`src/design/bba_pkg.sv`:
```
// bba_pkg: shared types and constants of the buddy block allocator
`timescale 1ns / 1ps
`default_nettype none
package bba_pkg;

    localparam int CMD_W   = 1;
    localparam int REQ_W   = 12;
    localparam int INDEX_W = 7;
    localparam int LEVEL_W = 3;
    localparam int LVL_W   = 4;
    localparam int HDR_W   = LVL_W + 1;

    localparam logic [CMD_W-1:0] CMD_ALLOC = 1'b0;
    localparam logic [CMD_W-1:0] CMD_FREE  = 1'b1;

    typedef struct packed {
        logic             free;
        logic [LVL_W-1:0] level;
    } hdr_t;

    typedef enum logic [2:0] {
        IDX_HOLD,
        IDX_LOAD,
        IDX_SIB,
        IDX_PARENT
    } idx_op_t;

    typedef enum logic [2:0] {
        LVL_HOLD,
        LVL_ZERO,
        LVL_INC,
        LVL_DEC,
        LVL_HDR
    } lvl_op_t;

    typedef enum logic [2:0] {
        ADDR_IDX,
        ADDR_SPLIT_BUD,
        ADDR_BUD,
        ADDR_PARENT,
        ADDR_ZERO
    } addr_sel_t;

    typedef enum logic [1:0] {
        WD_TAKE,
        WD_SPLIT,
        WD_FREE_HDR,
        WD_MERGE
    } wd_sel_t;

    typedef enum logic [1:0] {
        RES_NONE,
        RES_ALLOC_OK,
        RES_FAIL,
        RES_FREE
    } res_op_t;

    typedef struct packed {
        logic      load_in;
        logic      rd_en;
        logic      wr_en;
        addr_sel_t addr_sel;
        wd_sel_t   wd_sel;
        idx_op_t   idx_op;
        lvl_op_t   lvl_op;
        res_op_t   res_op;
    } dp_cmd_t;

    typedef struct packed {
        logic cmd_free;
        logic eval_stop;
        logic hdr_gt;
        logic hdr_eq;
        logic hdr_free;
        logic take_now;
        logic is_left;
        logic lvl_zero;
        logic merge_stop;
        logic bud_ok;
    } dp_status_t;

endpackage
`default_nettype wire

```
`src/design/bba_if.sv`:
```
// bba_if: request and response channel interfaces
`timescale 1ns / 1ps
`default_nettype none
interface bba_req_if import bba_pkg::*; ();
    logic               valid;
    logic               ready;
    logic [CMD_W-1:0]   command;
    logic [REQ_W-1:0]   request_bytes;
    logic [INDEX_W-1:0] block_index;

    modport source (output valid, command, request_bytes, block_index, input ready);
    modport sink   (input valid, command, request_bytes, block_index, output ready);
endinterface

interface bba_rsp_if import bba_pkg::*; ();
    logic               valid;
    logic               ready;
    logic               ok;
    logic [INDEX_W-1:0] alloc_index;
    logic [LEVEL_W-1:0] alloc_level;
    logic               region_empty;

    modport source (output valid, ok, alloc_index, alloc_level, region_empty, input ready);
    modport sink   (input valid, ok, alloc_index, alloc_level, region_empty, output ready);
endinterface
`default_nettype wire

```
`src/design/bba_ram.sv`:
```
// bba_ram: generic single-port-write, single-port-read ram with registered read
`timescale 1ns / 1ps
`default_nettype none
module bba_ram #(
    parameter int WIDTH = 5,
    parameter int DEPTH = 128
) (
    input  wire logic                     clk,
    input  wire logic                     rd_en,
    input  wire logic [$clog2(DEPTH)-1:0] rd_addr,
    output logic      [WIDTH-1:0]         rd_data,
    input  wire logic                     wr_en,
    input  wire logic [$clog2(DEPTH)-1:0] wr_addr,
    input  wire logic [WIDTH-1:0]         wr_data
);
    logic [WIDTH-1:0] mem [DEPTH];

    always_ff @(posedge clk)
    begin
        if (wr_en)
        begin
            mem[wr_addr] <= wr_data;
        end
        if (rd_en)
        begin
            rd_data <= mem[rd_addr];
        end
    end
endmodule
`default_nettype wire

```
`src/design/bba_ctrl.sv`:
```
// bba_ctrl: sequencer for tree walk, split, free and merge
`timescale 1ns / 1ps
`default_nettype none
module bba_ctrl import bba_pkg::*; (
    input  wire logic       clk,
    input  wire logic       rst_n,
    input  wire logic       in_valid,
    output logic            in_ready,
    output logic            out_valid,
    input  wire logic       out_ready,
    input  wire dp_status_t status,
    output dp_cmd_t         cmd
);
    typedef enum logic [15:0] {
        S_IDLE     = 16'b0000_0000_0000_0001,
        S_DISPATCH = 16'b0000_0000_0000_0010,
        S_A_EVAL   = 16'b0000_0000_0000_0100,
        S_A_WAIT   = 16'b0000_0000_0000_1000,
        S_A_SPLIT  = 16'b0000_0000_0001_0000,
        S_A_SIB    = 16'b0000_0000_0010_0000,
        S_A_UP     = 16'b0000_0000_0100_0000,
        S_F_RD     = 16'b0000_0000_1000_0000,
        S_F_SET    = 16'b0000_0001_0000_0000,
        S_M_BUD    = 16'b0000_0010_0000_0000,
        S_M_WAIT   = 16'b0000_0100_0000_0000,
        S_R0_RD    = 16'b0000_1000_0000_0000,
        S_R0_WAIT  = 16'b0001_0000_0000_0000,
        S_FIN_OK   = 16'b0010_0000_0000_0000,
        S_FIN_FAIL = 16'b0100_0000_0000_0000,
        S_FIN_FREE = 16'b1000_0000_0000_0000
    } state_t;

    state_t state_reg, state_next;
    logic   out_valid_reg, out_valid_next;
    logic   slot_free;
    logic   fin_load;

    assign slot_free = !out_valid_reg || out_ready;
    assign in_ready  = (state_reg == S_IDLE);
    assign out_valid = out_valid_reg;

    always_comb
    begin
        state_next   = state_reg;
        fin_load     = 1'b0;
        cmd          = '0;
        cmd.addr_sel = ADDR_IDX;
        cmd.wd_sel   = WD_TAKE;
        cmd.idx_op   = IDX_HOLD;
        cmd.lvl_op   = LVL_HOLD;
        cmd.res_op   = RES_NONE;
        case (state_reg)
            S_IDLE:
            begin
                if (in_valid)
                begin
                    cmd.load_in = 1'b1;
                    cmd.idx_op  = IDX_LOAD;
                    cmd.lvl_op  = LVL_ZERO;
                    state_next  = S_DISPATCH;
                end
            end
            S_DISPATCH:
            begin
                state_next = status.cmd_free ? S_F_RD : S_A_EVAL;
            end
            S_A_EVAL:
            begin
                if (status.eval_stop)
                begin
                    state_next = S_A_UP;
                end
                else
                begin
                    cmd.rd_en  = 1'b1;
                    state_next = S_A_WAIT;
                end
            end
            S_A_WAIT:
            begin
                if (status.hdr_gt)
                begin
                    cmd.lvl_op = LVL_INC;
                    state_next = S_A_EVAL;
                end
                else if (status.hdr_eq && status.hdr_free)
                begin
                    cmd.wr_en = 1'b1;
                    if (status.take_now)
                    begin
                        cmd.wd_sel = WD_TAKE;
                        state_next = S_FIN_OK;
                    end
                    else
                    begin
                        cmd.wd_sel = WD_SPLIT;
                        state_next = S_A_SPLIT;
                    end
                end
                else if (status.hdr_eq)
                begin
                    state_next = S_A_SIB;
                end
                else
                begin
                    state_next = S_A_UP;
                end
            end
            S_A_SPLIT:
            begin
                cmd.wr_en    = 1'b1;
                cmd.addr_sel = ADDR_SPLIT_BUD;
                cmd.wd_sel   = WD_SPLIT;
                cmd.lvl_op   = LVL_INC;
                state_next   = S_A_EVAL;
            end
            S_A_SIB:
            begin
                if (!status.lvl_zero && status.is_left)
                begin
                    cmd.idx_op = IDX_SIB;
                    state_next = S_A_EVAL;
                end
                else
                begin
                    state_next = S_A_UP;
                end
            end
            S_A_UP:
            begin
                if (status.lvl_zero)
                begin
                    state_next = S_FIN_FAIL;
                end
                else
                begin
                    cmd.idx_op = IDX_PARENT;
                    cmd.lvl_op = LVL_DEC;
                    state_next = S_A_SIB;
                end
            end
            S_F_RD:
            begin
                cmd.rd_en  = 1'b1;
                state_next = S_F_SET;
            end
            S_F_SET:
            begin
                cmd.wr_en  = 1'b1;
                cmd.wd_sel = WD_FREE_HDR;
                cmd.lvl_op = LVL_HDR;
                state_next = S_M_BUD;
            end
            S_M_BUD:
            begin
                if (status.merge_stop)
                begin
                    state_next = S_R0_RD;
                end
                else
                begin
                    cmd.rd_en    = 1'b1;
                    cmd.addr_sel = ADDR_BUD;
                    state_next   = S_M_WAIT;
                end
            end
            S_M_WAIT:
            begin
                if (status.bud_ok)
                begin
                    cmd.wr_en    = 1'b1;
                    cmd.addr_sel = ADDR_PARENT;
                    cmd.wd_sel   = WD_MERGE;
                    cmd.idx_op   = IDX_PARENT;
                    cmd.lvl_op   = LVL_DEC;
                    state_next   = S_M_BUD;
                end
                else
                begin
                    state_next = S_R0_RD;
                end
            end
            S_R0_RD:
            begin
                cmd.rd_en    = 1'b1;
                cmd.addr_sel = ADDR_ZERO;
                state_next   = S_R0_WAIT;
            end
            S_R0_WAIT:
            begin
                state_next = S_FIN_FREE;
            end
            S_FIN_OK, S_FIN_FAIL, S_FIN_FREE:
            begin
                if (slot_free)
                begin
                    fin_load   = 1'b1;
                    state_next = S_IDLE;
                    if (state_reg == S_FIN_OK)
                    begin
                        cmd.res_op = RES_ALLOC_OK;
                    end
                    else if (state_reg == S_FIN_FAIL)
                    begin
                        cmd.res_op = RES_FAIL;
                    end
                    else
                    begin
                        cmd.res_op = RES_FREE;
                    end
                end
            end
            default:
            begin
                state_next = S_IDLE;
            end
        endcase
    end

    assign out_valid_next = (out_valid_reg && !out_ready) || fin_load;

    always_ff @(posedge clk or negedge rst_n)
    begin
        if (!rst_n)
        begin
            state_reg     <= S_IDLE;
            out_valid_reg <= 1'b0;
        end
        else
        begin
            state_reg     <= state_next;
            out_valid_reg <= out_valid_next;
        end
    end
endmodule
`default_nettype wire

```
`src/design/bba_dp.sv`:
```
// bba_dp: index and level registers, header decode and result registers
`timescale 1ns / 1ps
`default_nettype none
module bba_dp import bba_pkg::*; #(
    parameter int REGION_BYTES = 4096,
    parameter int LEVELS       = 8,
    parameter int HEADER_BYTES = 8
) (
    input  wire logic                 clk,
    input  wire logic                 rst_n,
    input  wire dp_cmd_t              cmd,
    output dp_status_t                status,
    input  wire logic [CMD_W-1:0]     in_command,
    input  wire logic [REQ_W-1:0]     in_request_bytes,
    input  wire logic [INDEX_W-1:0]   in_block_index,
    output logic                      ok,
    output logic      [INDEX_W-1:0]   alloc_index,
    output logic      [LEVEL_W-1:0]   alloc_level,
    output logic                      region_empty,
    output logic                      mem_rd_en,
    output logic                      mem_wr_en,
    output logic      [LEVELS-2:0]    mem_addr,
    output logic      [HDR_W-1:0]     mem_wdata,
    input  wire logic [HDR_W-1:0]     mem_rdata
);
    localparam int AW = LEVELS - 1;
    localparam int RW = $clog2(REGION_BYTES) + 1;
    localparam int CW = ((RW > REQ_W) ? RW : REQ_W) + 1;
    localparam logic [AW:0]       SPAN_TOP = {1'b1, {AW{1'b0}}};
    localparam logic [LVL_W-1:0]  LVL_MAX  = LVL_W'(LEVELS);
    localparam logic [CW-1:0]     REGION_C = CW'(REGION_BYTES);

    logic [CMD_W-1:0] cmd_reg;
    logic [REQ_W-1:0] size_reg;
    logic [AW-1:0]    idx_reg, idx_next;
    logic [LVL_W-1:0] lvl_reg, lvl_next;
    logic [LVL_W-1:0] lvl_p1, lvl_m1;
    logic             root_fresh_reg, root_fresh_next;
    logic             ovr_reg, ovr_next;
    logic             ok_reg, empty_reg;
    logic [INDEX_W-1:0] index_reg;
    logic [LEVEL_W-1:0] level_reg;
    logic [AW-1:0]    span_l, span_l1;
    logic [CW-1:0]    need;
    logic             small_l, small_l1;
    hdr_t             hdr, wd;

    assign lvl_p1  = lvl_reg + 1'b1;
    assign lvl_m1  = lvl_reg - 1'b1;
    assign span_l  = AW'(SPAN_TOP >> lvl_reg);
    assign span_l1 = AW'(SPAN_TOP >> lvl_p1);
    assign need    = CW'(size_reg) + CW'(HEADER_BYTES);
    // usable size below request: block bytes less than request plus header
    assign small_l  = (REGION_C >> lvl_reg) < need;
    assign small_l1 = (REGION_C >> lvl_p1) < need;

    // entry zero reads as a free whole-region block until first written
    assign hdr = ovr_reg ? hdr_t'{free: 1'b1, level: '0} : hdr_t'(mem_rdata);

    always_comb
    begin
        status.cmd_free   = (cmd_reg == CMD_FREE);
        status.eval_stop  = (lvl_reg >= LVL_MAX) || small_l;
        status.hdr_gt     = hdr.level > lvl_reg;
        status.hdr_eq     = hdr.level == lvl_reg;
        status.hdr_free   = hdr.free;
        status.take_now   = (lvl_p1 >= LVL_MAX) || small_l1;
        status.is_left    = (idx_reg & span_l) == '0;
        status.lvl_zero   = (lvl_reg == '0);
        status.merge_stop = (lvl_reg == '0) || (lvl_reg >= LVL_MAX);
        status.bud_ok     = (hdr.level == lvl_reg) && hdr.free;
    end

    always_comb
    begin
        case (cmd.addr_sel)
            ADDR_IDX:       mem_addr = idx_reg;
            ADDR_SPLIT_BUD: mem_addr = idx_reg ^ span_l1;
            ADDR_BUD:       mem_addr = idx_reg ^ span_l;
            ADDR_PARENT:    mem_addr = idx_reg & ~span_l;
            ADDR_ZERO:      mem_addr = '0;
            default:        mem_addr = idx_reg;
        endcase
        case (cmd.wd_sel)
            WD_TAKE:     wd = hdr_t'{free: 1'b0, level: lvl_reg};
            WD_SPLIT:    wd = hdr_t'{free: 1'b1, level: lvl_p1};
            WD_FREE_HDR: wd = hdr_t'{free: 1'b1, level: hdr.level};
            WD_MERGE:    wd = hdr_t'{free: 1'b1, level: lvl_m1};
            default:     wd = hdr_t'{free: 1'b1, level: lvl_reg};
        endcase
    end

    assign mem_wdata = wd;
    assign mem_rd_en = cmd.rd_en;
    assign mem_wr_en = cmd.wr_en;

    always_comb
    begin
        case (cmd.idx_op)
            IDX_LOAD:   idx_next = (in_command == CMD_FREE) ? AW'(in_block_index) : '0;
            IDX_SIB:    idx_next = idx_reg ^ span_l;
            IDX_PARENT: idx_next = idx_reg & ~span_l;
            default:    idx_next = idx_reg;
        endcase
        case (cmd.lvl_op)
            LVL_ZERO: lvl_next = '0;
            LVL_INC:  lvl_next = lvl_p1;
            LVL_DEC:  lvl_next = lvl_m1;
            LVL_HDR:  lvl_next = hdr.level;
            default:  lvl_next = lvl_reg;
        endcase
    end

    assign root_fresh_next = root_fresh_reg && !(cmd.wr_en && mem_addr == '0);
    assign ovr_next        = cmd.rd_en ? (root_fresh_reg && mem_addr == '0) : ovr_reg;

    always_ff @(posedge clk or negedge rst_n)
    begin
        if (!rst_n)
        begin
            root_fresh_reg <= 1'b1;
            ovr_reg        <= 1'b0;
        end
        else
        begin
            root_fresh_reg <= root_fresh_next;
            ovr_reg        <= ovr_next;
        end
    end

    always_ff @(posedge clk)
    begin
        idx_reg <= idx_next;
        lvl_reg <= lvl_next;
        if (cmd.load_in)
        begin
            cmd_reg  <= in_command;
            size_reg <= in_request_bytes;
        end
        case (cmd.res_op)
            RES_ALLOC_OK:
            begin
                ok_reg    <= 1'b1;
                index_reg <= INDEX_W'(idx_reg);
                level_reg <= LEVEL_W'(lvl_reg);
                empty_reg <= 1'b0;
            end
            RES_FAIL:
            begin
                ok_reg    <= 1'b0;
                index_reg <= '0;
                level_reg <= '0;
                empty_reg <= 1'b0;
            end
            RES_FREE:
            begin
                ok_reg    <= 1'b1;
                index_reg <= '0;
                level_reg <= '0;
                empty_reg <= (hdr.level == '0) && hdr.free;
            end
            default:
            begin
            end
        endcase
    end

    assign ok           = ok_reg;
    assign alloc_index  = index_reg;
    assign alloc_level  = level_reg;
    assign region_empty = empty_reg;
endmodule
`default_nettype wire

```
`src/design/buddy_block_allocator_core.sv`:
```
// buddy_block_allocator_core: top level of the binary buddy allocator
`timescale 1ns / 1ps
`default_nettype none
// Binary buddy allocator over one region of REGION_BYTES, split into at most
// LEVELS levels; blocks are named by their index in units of the smallest
// block. Every request transaction yields exactly one response transaction.
// One request is worked on at a time; the next request is taken as soon as
// the previous response sits in the output register. An allocate walks the
// block tree depth first from the left through the single header memory:
// it reads a node's header, then descends, splits the node, steps sideways
// or steps up; the tree holds 255 nodes at the default sizes. A free marks
// the block free, merges it with its free buddy level by level, then reads
// entry zero to report an empty region. Header memory needs no clearing pass:
// entry zero reads as one free whole-region block from reset.
module buddy_block_allocator_core import bba_pkg::*; #(
    parameter int REGION_BYTES = 4096,
    parameter int LEVELS       = 8,
    parameter int HEADER_BYTES = 8
) (
    input  wire logic  clk,
    input  wire logic  rst_n,
    bba_req_if.sink    req,
    bba_rsp_if.source  rsp
);
    localparam int AW = LEVELS - 1;

    dp_cmd_t          cmd;
    dp_status_t       status;
    logic             mem_rd_en, mem_wr_en;
    logic [AW-1:0]    mem_addr;
    logic [HDR_W-1:0] mem_wdata, mem_rdata;

    // sequencer: walk, split, merge and response handshake
    bba_ctrl u_ctrl (
        .clk       (clk),
        .rst_n     (rst_n),
        .in_valid  (req.valid),
        .in_ready  (req.ready),
        .out_valid (rsp.valid),
        .out_ready (rsp.ready),
        .status    (status),
        .cmd       (cmd)
    );

    // datapath: tree position, header decode, response registers
    bba_dp #(
        .REGION_BYTES (REGION_BYTES),
        .LEVELS       (LEVELS),
        .HEADER_BYTES (HEADER_BYTES)
    ) u_dp (
        .clk              (clk),
        .rst_n            (rst_n),
        .cmd              (cmd),
        .status           (status),
        .in_command       (req.command),
        .in_request_bytes (req.request_bytes),
        .in_block_index   (req.block_index),
        .ok               (rsp.ok),
        .alloc_index      (rsp.alloc_index),
        .alloc_level      (rsp.alloc_level),
        .region_empty     (rsp.region_empty),
        .mem_rd_en        (mem_rd_en),
        .mem_wr_en        (mem_wr_en),
        .mem_addr         (mem_addr),
        .mem_wdata        (mem_wdata),
        .mem_rdata        (mem_rdata)
    );

    // block headers, one per smallest-block index: free flag and level
    bba_ram #(
        .WIDTH (HDR_W),
        .DEPTH (1 << AW)
    ) u_hdr_ram (
        .clk     (clk),
        .rd_en   (mem_rd_en),
        .rd_addr (mem_addr),
        .rd_data (mem_rdata),
        .wr_en   (mem_wr_en),
        .wr_addr (mem_addr),
        .wr_data (mem_wdata)
    );

    // a taken request keeps the block busy for at least the next cycle
    assert property (@(posedge clk) disable iff (!rst_n)
        (req.valid && req.ready) |=> !req.ready)
        else $error("request taken while previous transaction still in work");

    // a failed allocation reports no block and no empty region
    assert property (@(posedge clk) disable iff (!rst_n)
        (rsp.valid && !rsp.ok) |-> (rsp.alloc_index == '0 && rsp.alloc_level == '0
                                    && !rsp.region_empty))
        else $error("failed response carries non-zero fields");

    // empty region is only reported on a successful free
    assert property (@(posedge clk) disable iff (!rst_n)
        (rsp.valid && rsp.region_empty) |-> (rsp.ok && rsp.alloc_index == '0))
        else $error("region empty flagged on a non-free response");
endmodule
`default_nettype wire
```
`src/flat_wrapper.sv`:
```
// flat-port wrapper written by rule: the top's interface ports become plain ports
module buddy_block_allocator_core_flat import bba_pkg::*;
#(
    parameter int REGION_BYTES = 4096,
    parameter int LEVELS       = 8,
    parameter int HEADER_BYTES = 8
)
  (clk, rst_n, req_valid, req_command, req_request_bytes, req_block_index, req_ready, rsp_valid, rsp_ok, rsp_alloc_index, rsp_alloc_level, rsp_region_empty, rsp_ready);
  bba_req_if req_i ();
  bba_rsp_if rsp_i ();
  input  wire logic clk;
  input  wire logic rst_n;
  input wire logic [$bits(req_i.valid)-1:0] req_valid;
  input wire logic [$bits(req_i.command)-1:0] req_command;
  input wire logic [$bits(req_i.request_bytes)-1:0] req_request_bytes;
  input wire logic [$bits(req_i.block_index)-1:0] req_block_index;
  output wire logic [$bits(req_i.ready)-1:0] req_ready;
  output wire logic [$bits(rsp_i.valid)-1:0] rsp_valid;
  output wire logic [$bits(rsp_i.ok)-1:0] rsp_ok;
  output wire logic [$bits(rsp_i.alloc_index)-1:0] rsp_alloc_index;
  output wire logic [$bits(rsp_i.alloc_level)-1:0] rsp_alloc_level;
  output wire logic [$bits(rsp_i.region_empty)-1:0] rsp_region_empty;
  input wire logic [$bits(rsp_i.ready)-1:0] rsp_ready;
  assign req_i.valid = req_valid;
  assign req_i.command = req_command;
  assign req_i.request_bytes = req_request_bytes;
  assign req_i.block_index = req_block_index;
  assign req_ready = req_i.ready;
  assign rsp_valid = rsp_i.valid;
  assign rsp_ok = rsp_i.ok;
  assign rsp_alloc_index = rsp_i.alloc_index;
  assign rsp_alloc_level = rsp_i.alloc_level;
  assign rsp_region_empty = rsp_i.region_empty;
  assign rsp_i.ready = rsp_ready;
  buddy_block_allocator_core #(.REGION_BYTES(REGION_BYTES), .LEVELS(LEVELS), .HEADER_BYTES(HEADER_BYTES)) u_core (.clk(clk), .rst_n(rst_n), .req(req_i), .rsp(rsp_i));
endmodule
```
`config.mk`:
```
export PLATFORM = sky130hd
export DESIGN_NAME = buddy_block_allocator_core_flat
export DESIGN_NICKNAME = d
export VERILOG_FILES = /design/src/design/bba_pkg.sv /design/src/design/bba_if.sv /design/src/design/bba_ram.sv /design/src/design/bba_ctrl.sv /design/src/design/bba_dp.sv /design/src/design/buddy_block_allocator_core.sv /design/src/flat_wrapper.sv
export SDC_FILE = /design/constraint.sdc
export NUM_CORES = 1
export LEC_CHECK = 0
export ABC_CLOCK_PERIOD_IN_PS = 11500
export BUFFER_PORTS_ARGS = -buffer_cell sky130_fd_sc_hd__buf_2
export CAP_MARGIN = 20
export CORE_MARGIN = 2
export CORE_UTILIZATION = 50
export CTS_CLUSTER_SIZE = 20
export DETAILED_ROUTE_END_ITERATION = 8
export PLACE_DENSITY = 0.71
export SLEW_MARGIN = 25
export SYNTH_ARGS = -nofsm -noshare
export SYNTH_HDL_FRONTEND = slang
export SYNTH_HIERARCHICAL = 1
export SYNTH_SLANG_ARGS = --single-unit
export TNS_END_PERCENT = 1
```
`constraint.sdc`:
```
create_clock -name clk -period 11.5 [get_ports clk]
set_input_delay 1.15 -clock clk [delete_from_list [all_inputs] [get_ports clk]]
set_output_delay 1.15 -clock clk [all_outputs]
set_load 0.005 [all_outputs]
```
==> flow_results.org <==
** Worst setup path
- At the worst endpoint, the required time is 11.73 ns.
- WP data arrival :: 7.41 ns
- Worst R2R Path Depth :: 15
- Worst path slowest cell :: sky130_fd_sc_hd__nor2_1
- STA classifies the critical path endpoint as a flop.
- The setup path with the least slack is of type flop to flop.
- The most numerous cell type found on the critical path is sky130_fd_sc_hd__nor2b_1.
- Cell-by-cell listing of the critical path :: clkinv_1, ha_1, and4_1, and2_1, and4_4, nor2_2, inv_1, nor2b_1, nor2b_1, and4_1, a211o_4, buf_4, nor2b_1, nand3_1, nor2_1
- In this run the worst path has a maximum fanout of 40.
- Slowest stage delay, CP :: 0.82 ns
- STA classifies the critical path startpoint as a flop.

** Cells and area
- The count of cells in the finished layout, fillers not included, comes to 2,493.
- The filler cells instantiated in the layout total 4,411.
- Area Growth Syn to Fin :: 11.3%
- Net total in the final layout :: 1,734
- With fillers left out, the area of the finished cells amounts to 33,200 µm².
- Measured on the finished design, the core utilization comes to 0.563.
- Fraction of layout instances using a drive strength above 1 :: 0.238
- The register with the most flip-flops in the layout has 640 of them.

** Power and ir drop
- After layout, the design draws a total of 6.29 mW.
- Summed over all cells, the static leakage comes to 10.4 nW.
- Across the VDD grid, the largest voltage drop is 0.177 mV.
- In this run the power density over the cells is 189 nW/µm².

** Clock network
- Number of levels the H-tree was split into :: 3
- Later-pin clock latency in the skew report :: 0.62 ns
- After clock tree synthesis, the clock-pin slew on the worst setup and hold paths is 0.07 ns.
- CTS tree :: built
- Buffers inserted during clock tree synthesis total 73.
- CTS-repair resized insts :: 0
- Number of sinks on the clock net :: 700
- Number of buffers inserted for hold repair after clock tree synthesis :: 0
- Count of buffers added by post-CTS timing repair for setup :: 0
- The cell sitting at the root of the clock tree is a sky130_fd_sc_hd__clkbuf_16.
- Counting along the longest clock path gives a buffer depth of 3.

** Timing
- Setup repair after global routing left no endpoint under its margin.
- Fin crit share :: 0.624
- The number of slew-limit violations in the final report came to 0.
- In the post-route analysis, the smallest setup slack over all paths is 4.33 ns.
- For this run, the top clock speed supported by timing is 0.139 GHz.
- Worst hold slack :: 0.451 ns
- Across the routed clock network, the largest skew measured is 0.0214 ns.
- Measured against its own limit, the worst slew margin works out to 0.296.
- At the pin with the least slew margin, the transition time is 1.05 ns.
- Final count of hold timing violations :: 0
- Summed negative setup slack over all endpoints :: 0 ns
- Subtracting the final worst setup slack from the clock period gives 7.17 ns.
- Total of endpoints with negative setup slack in the final report :: 0

** Global route
- The number of antenna violations at the first check in global routing came to 1.
- Via count of the first global-routing pass :: 15,828
- Largest net degree at the start of global routing :: 172
- Across every metal layer, demand over resource in global routing totals 0.221.
- For this run the aggregate overflow at the end of global routing stands at 0.
- The first global-routing pass estimated 100,000 µm of wire.

** Synth
- Number of flops mapped to enable cells by yosys :: 681
- After synthesis, the netlist uses 77 different library cells.
- Among all flip-flop cells after synthesis, the most frequent one is sky130_fd_sc_hd__edfxtp_1.
- Top cells by count, synth :: 681 x sky130_fd_sc_hd__edfxtp_1, 211 x sky130_fd_sc_hd__mux4_2, 157 x sky130_fd_sc_hd__nor2_1
- Main area contributors after synthesis :: sky130_fd_sc_hd__edfxtp_1 69%, sky130_fd_sc_hd__mux4_2 16%, sky130_fd_sc_hd__ha_1 2.1%
- Averaged over all synthesized cells, the footprint is 18.5 µm².
- The synthesized netlist occupies a cell area of 29,800 µm².
- The cell count after synthesis came out at 1,617.
- For this run, the register share of the synthesized area comes to 0.701.
- Most used standard cell by instance count after synthesis :: sky130_fd_sc_hd__edfxtp_1
- Summed over all instances, the cell type with the most area after synthesis is sky130_fd_sc_hd__edfxtp_1.
- The share of synthesized area in the top cell type comes to 0.685.
- For this run, asynchronously set or reset flops after synthesis account for 0.0271.
- The synthesized design contains 700 register bits.
- The Yosys step of the flow raised 6 warnings.
- Syn nets :: 1,690

** Die
- For this configuration, the core starts out at a cell density of 0.506.
- 38 I/O pins were placed.
- Number of rows in the core area :: 89
- Measured along the y axis, the die boundary spans 248 µm.
- Total die area :: 61,700 µm²
- Standard cell core area :: 59,000 µm²
- From left edge to right edge, the die measures 248 µm.

** Flow run
- Reported max-cap violation count :: 0

** Route
- Antenna Nets Post-Route :: 0
- Before antenna repair, the detailed router went through 5 iterations.
- Drt total wl :: 65,800 µm
- In the routed layout, each cell is associated on average with a via count of 6.27.
- Total number of vias :: 15,623
- DR DRC count :: 0
- After detailed routing, the average wire length per cell comes to 26.4 µm.
- The detailed router finished its first iteration with 1,770 violations.

** Place
- Summing all placed instances gives a cell area of 30,900 µm².
- After legalization and detailed placement, the total HPWL measured 41,300 µm.
- Placer's final routability congestion estimate :: 0.844
- After detailed placement, the design holds a cell count of 2,359.
- Number of buffer cells added on primary ports :: 37
- Setup slack at placement :: 4.42 ns

** Status
- Result of the run :: complete, no violations

** Hold path
- Hold-critical path depth :: 2
- The worst hold path belongs to the class flop to flop.
==> cell families (layout without fill, tap and decap cells) <==
| logic type | Yosys count | after routing | share of synthesized area |
|---|---|---|---|
| other cells | 1 | 2 | 0.000126 |
| compound gates | 110 | 110 | 0.0255 |
| fa+ha+maj | 49 | 49 | 0.0205 |
| mux | 222 | 222 | 0.163 |
| flops | 700 | 700 | 0.701 |
| simple gates | 397 | 397 | 0.0669 |
| xor+xnor | 19 | 19 | 0.00557 |
| buf+inv | 119 | 221 | 0.0171 |
==> routing by layer <==
layer	share of wire	track usage	wire length, µm
met5	0	0	0
met4	0.020	0.0629	1290
met3	0.069	0.0308	4530
met2	0.51	0.370	33300
met1	0.41	0.307	26700
==> placed cells by master, fill, tap and decap left out, drive strengths merged, types with 7 or more instances in the layout <==
cell type and count:
nand3 41, nand2b 18, nand2 45, nor3 23
and2 9, a21o 7, ha 49, edfxtp 681
buf 58, clkbuf 85, nor2b 36, inv 32
nor2 158, and3 17, xnor2 9, a21oi 22
dfrtp 17, nand4 13, xor2 10, mux4 211
bufinv 7, clkinv 34, o21ai 24, nor4 9
==> power breakdown <==
part,switching [mW],internal (mW)
registers,0.0436,2.98
clock network,0.964,1.35
logic,0.606,0.349
total,1.61,4.68
==> area by class of cell <==
class | instances | area, µm² | area share
clock inverter | 48 | 467 | 0.0140
timing repair buffer | 58 | 372 | 0.0112
sequential | 700 | 20900 | 0.630
multi-input combinational | 798 | 8500 | 0.256
clock buffer | 85 | 1890 | 0.0570
antenna | 1 | 2.50 | 0.0000753
inverter | 30 | 113 | 0.00339
tap | 773 | 967 | 0.0291
==> worst paths after layout <==
kind,start,end,slack [ns]
worst max-delay path,u_core/u_dp/lvl_reg[2],u_core/u_hdr_ram/mem[123][1],4.33
worst min-delay path,u_core/u_dp/root_fresh_reg,u_core/u_dp/root_fresh_reg,0.45
worst max register to register,u_core/u_dp/lvl_reg[2],u_core/u_hdr_ram/mem[123][1],4.33
worst min register to register,u_core/u_dp/root_fresh_reg,u_core/u_dp/root_fresh_reg,0.45
max in group asynchronous,rst_n,u_core/u_ctrl/state_reg[0],10.70
min in group asynchronous,rst_n,u_core/u_ctrl/state_reg[2],0.47
==> critical path: cells and delay by family (launching register included) <==
| kind | cells | cell delay, ns |
|---|---|---|
| buffers and inverters | 3 | 1.50 |
| and+or+nand+nor | 10 | 3.84 |
| adders and majority gates | 1 | 0.40 |
| AOI/OAI and AO/OA | 1 | 0.27 |
| DFF | 1 | 0.70 |
Power figures use the tool's default switching activity.
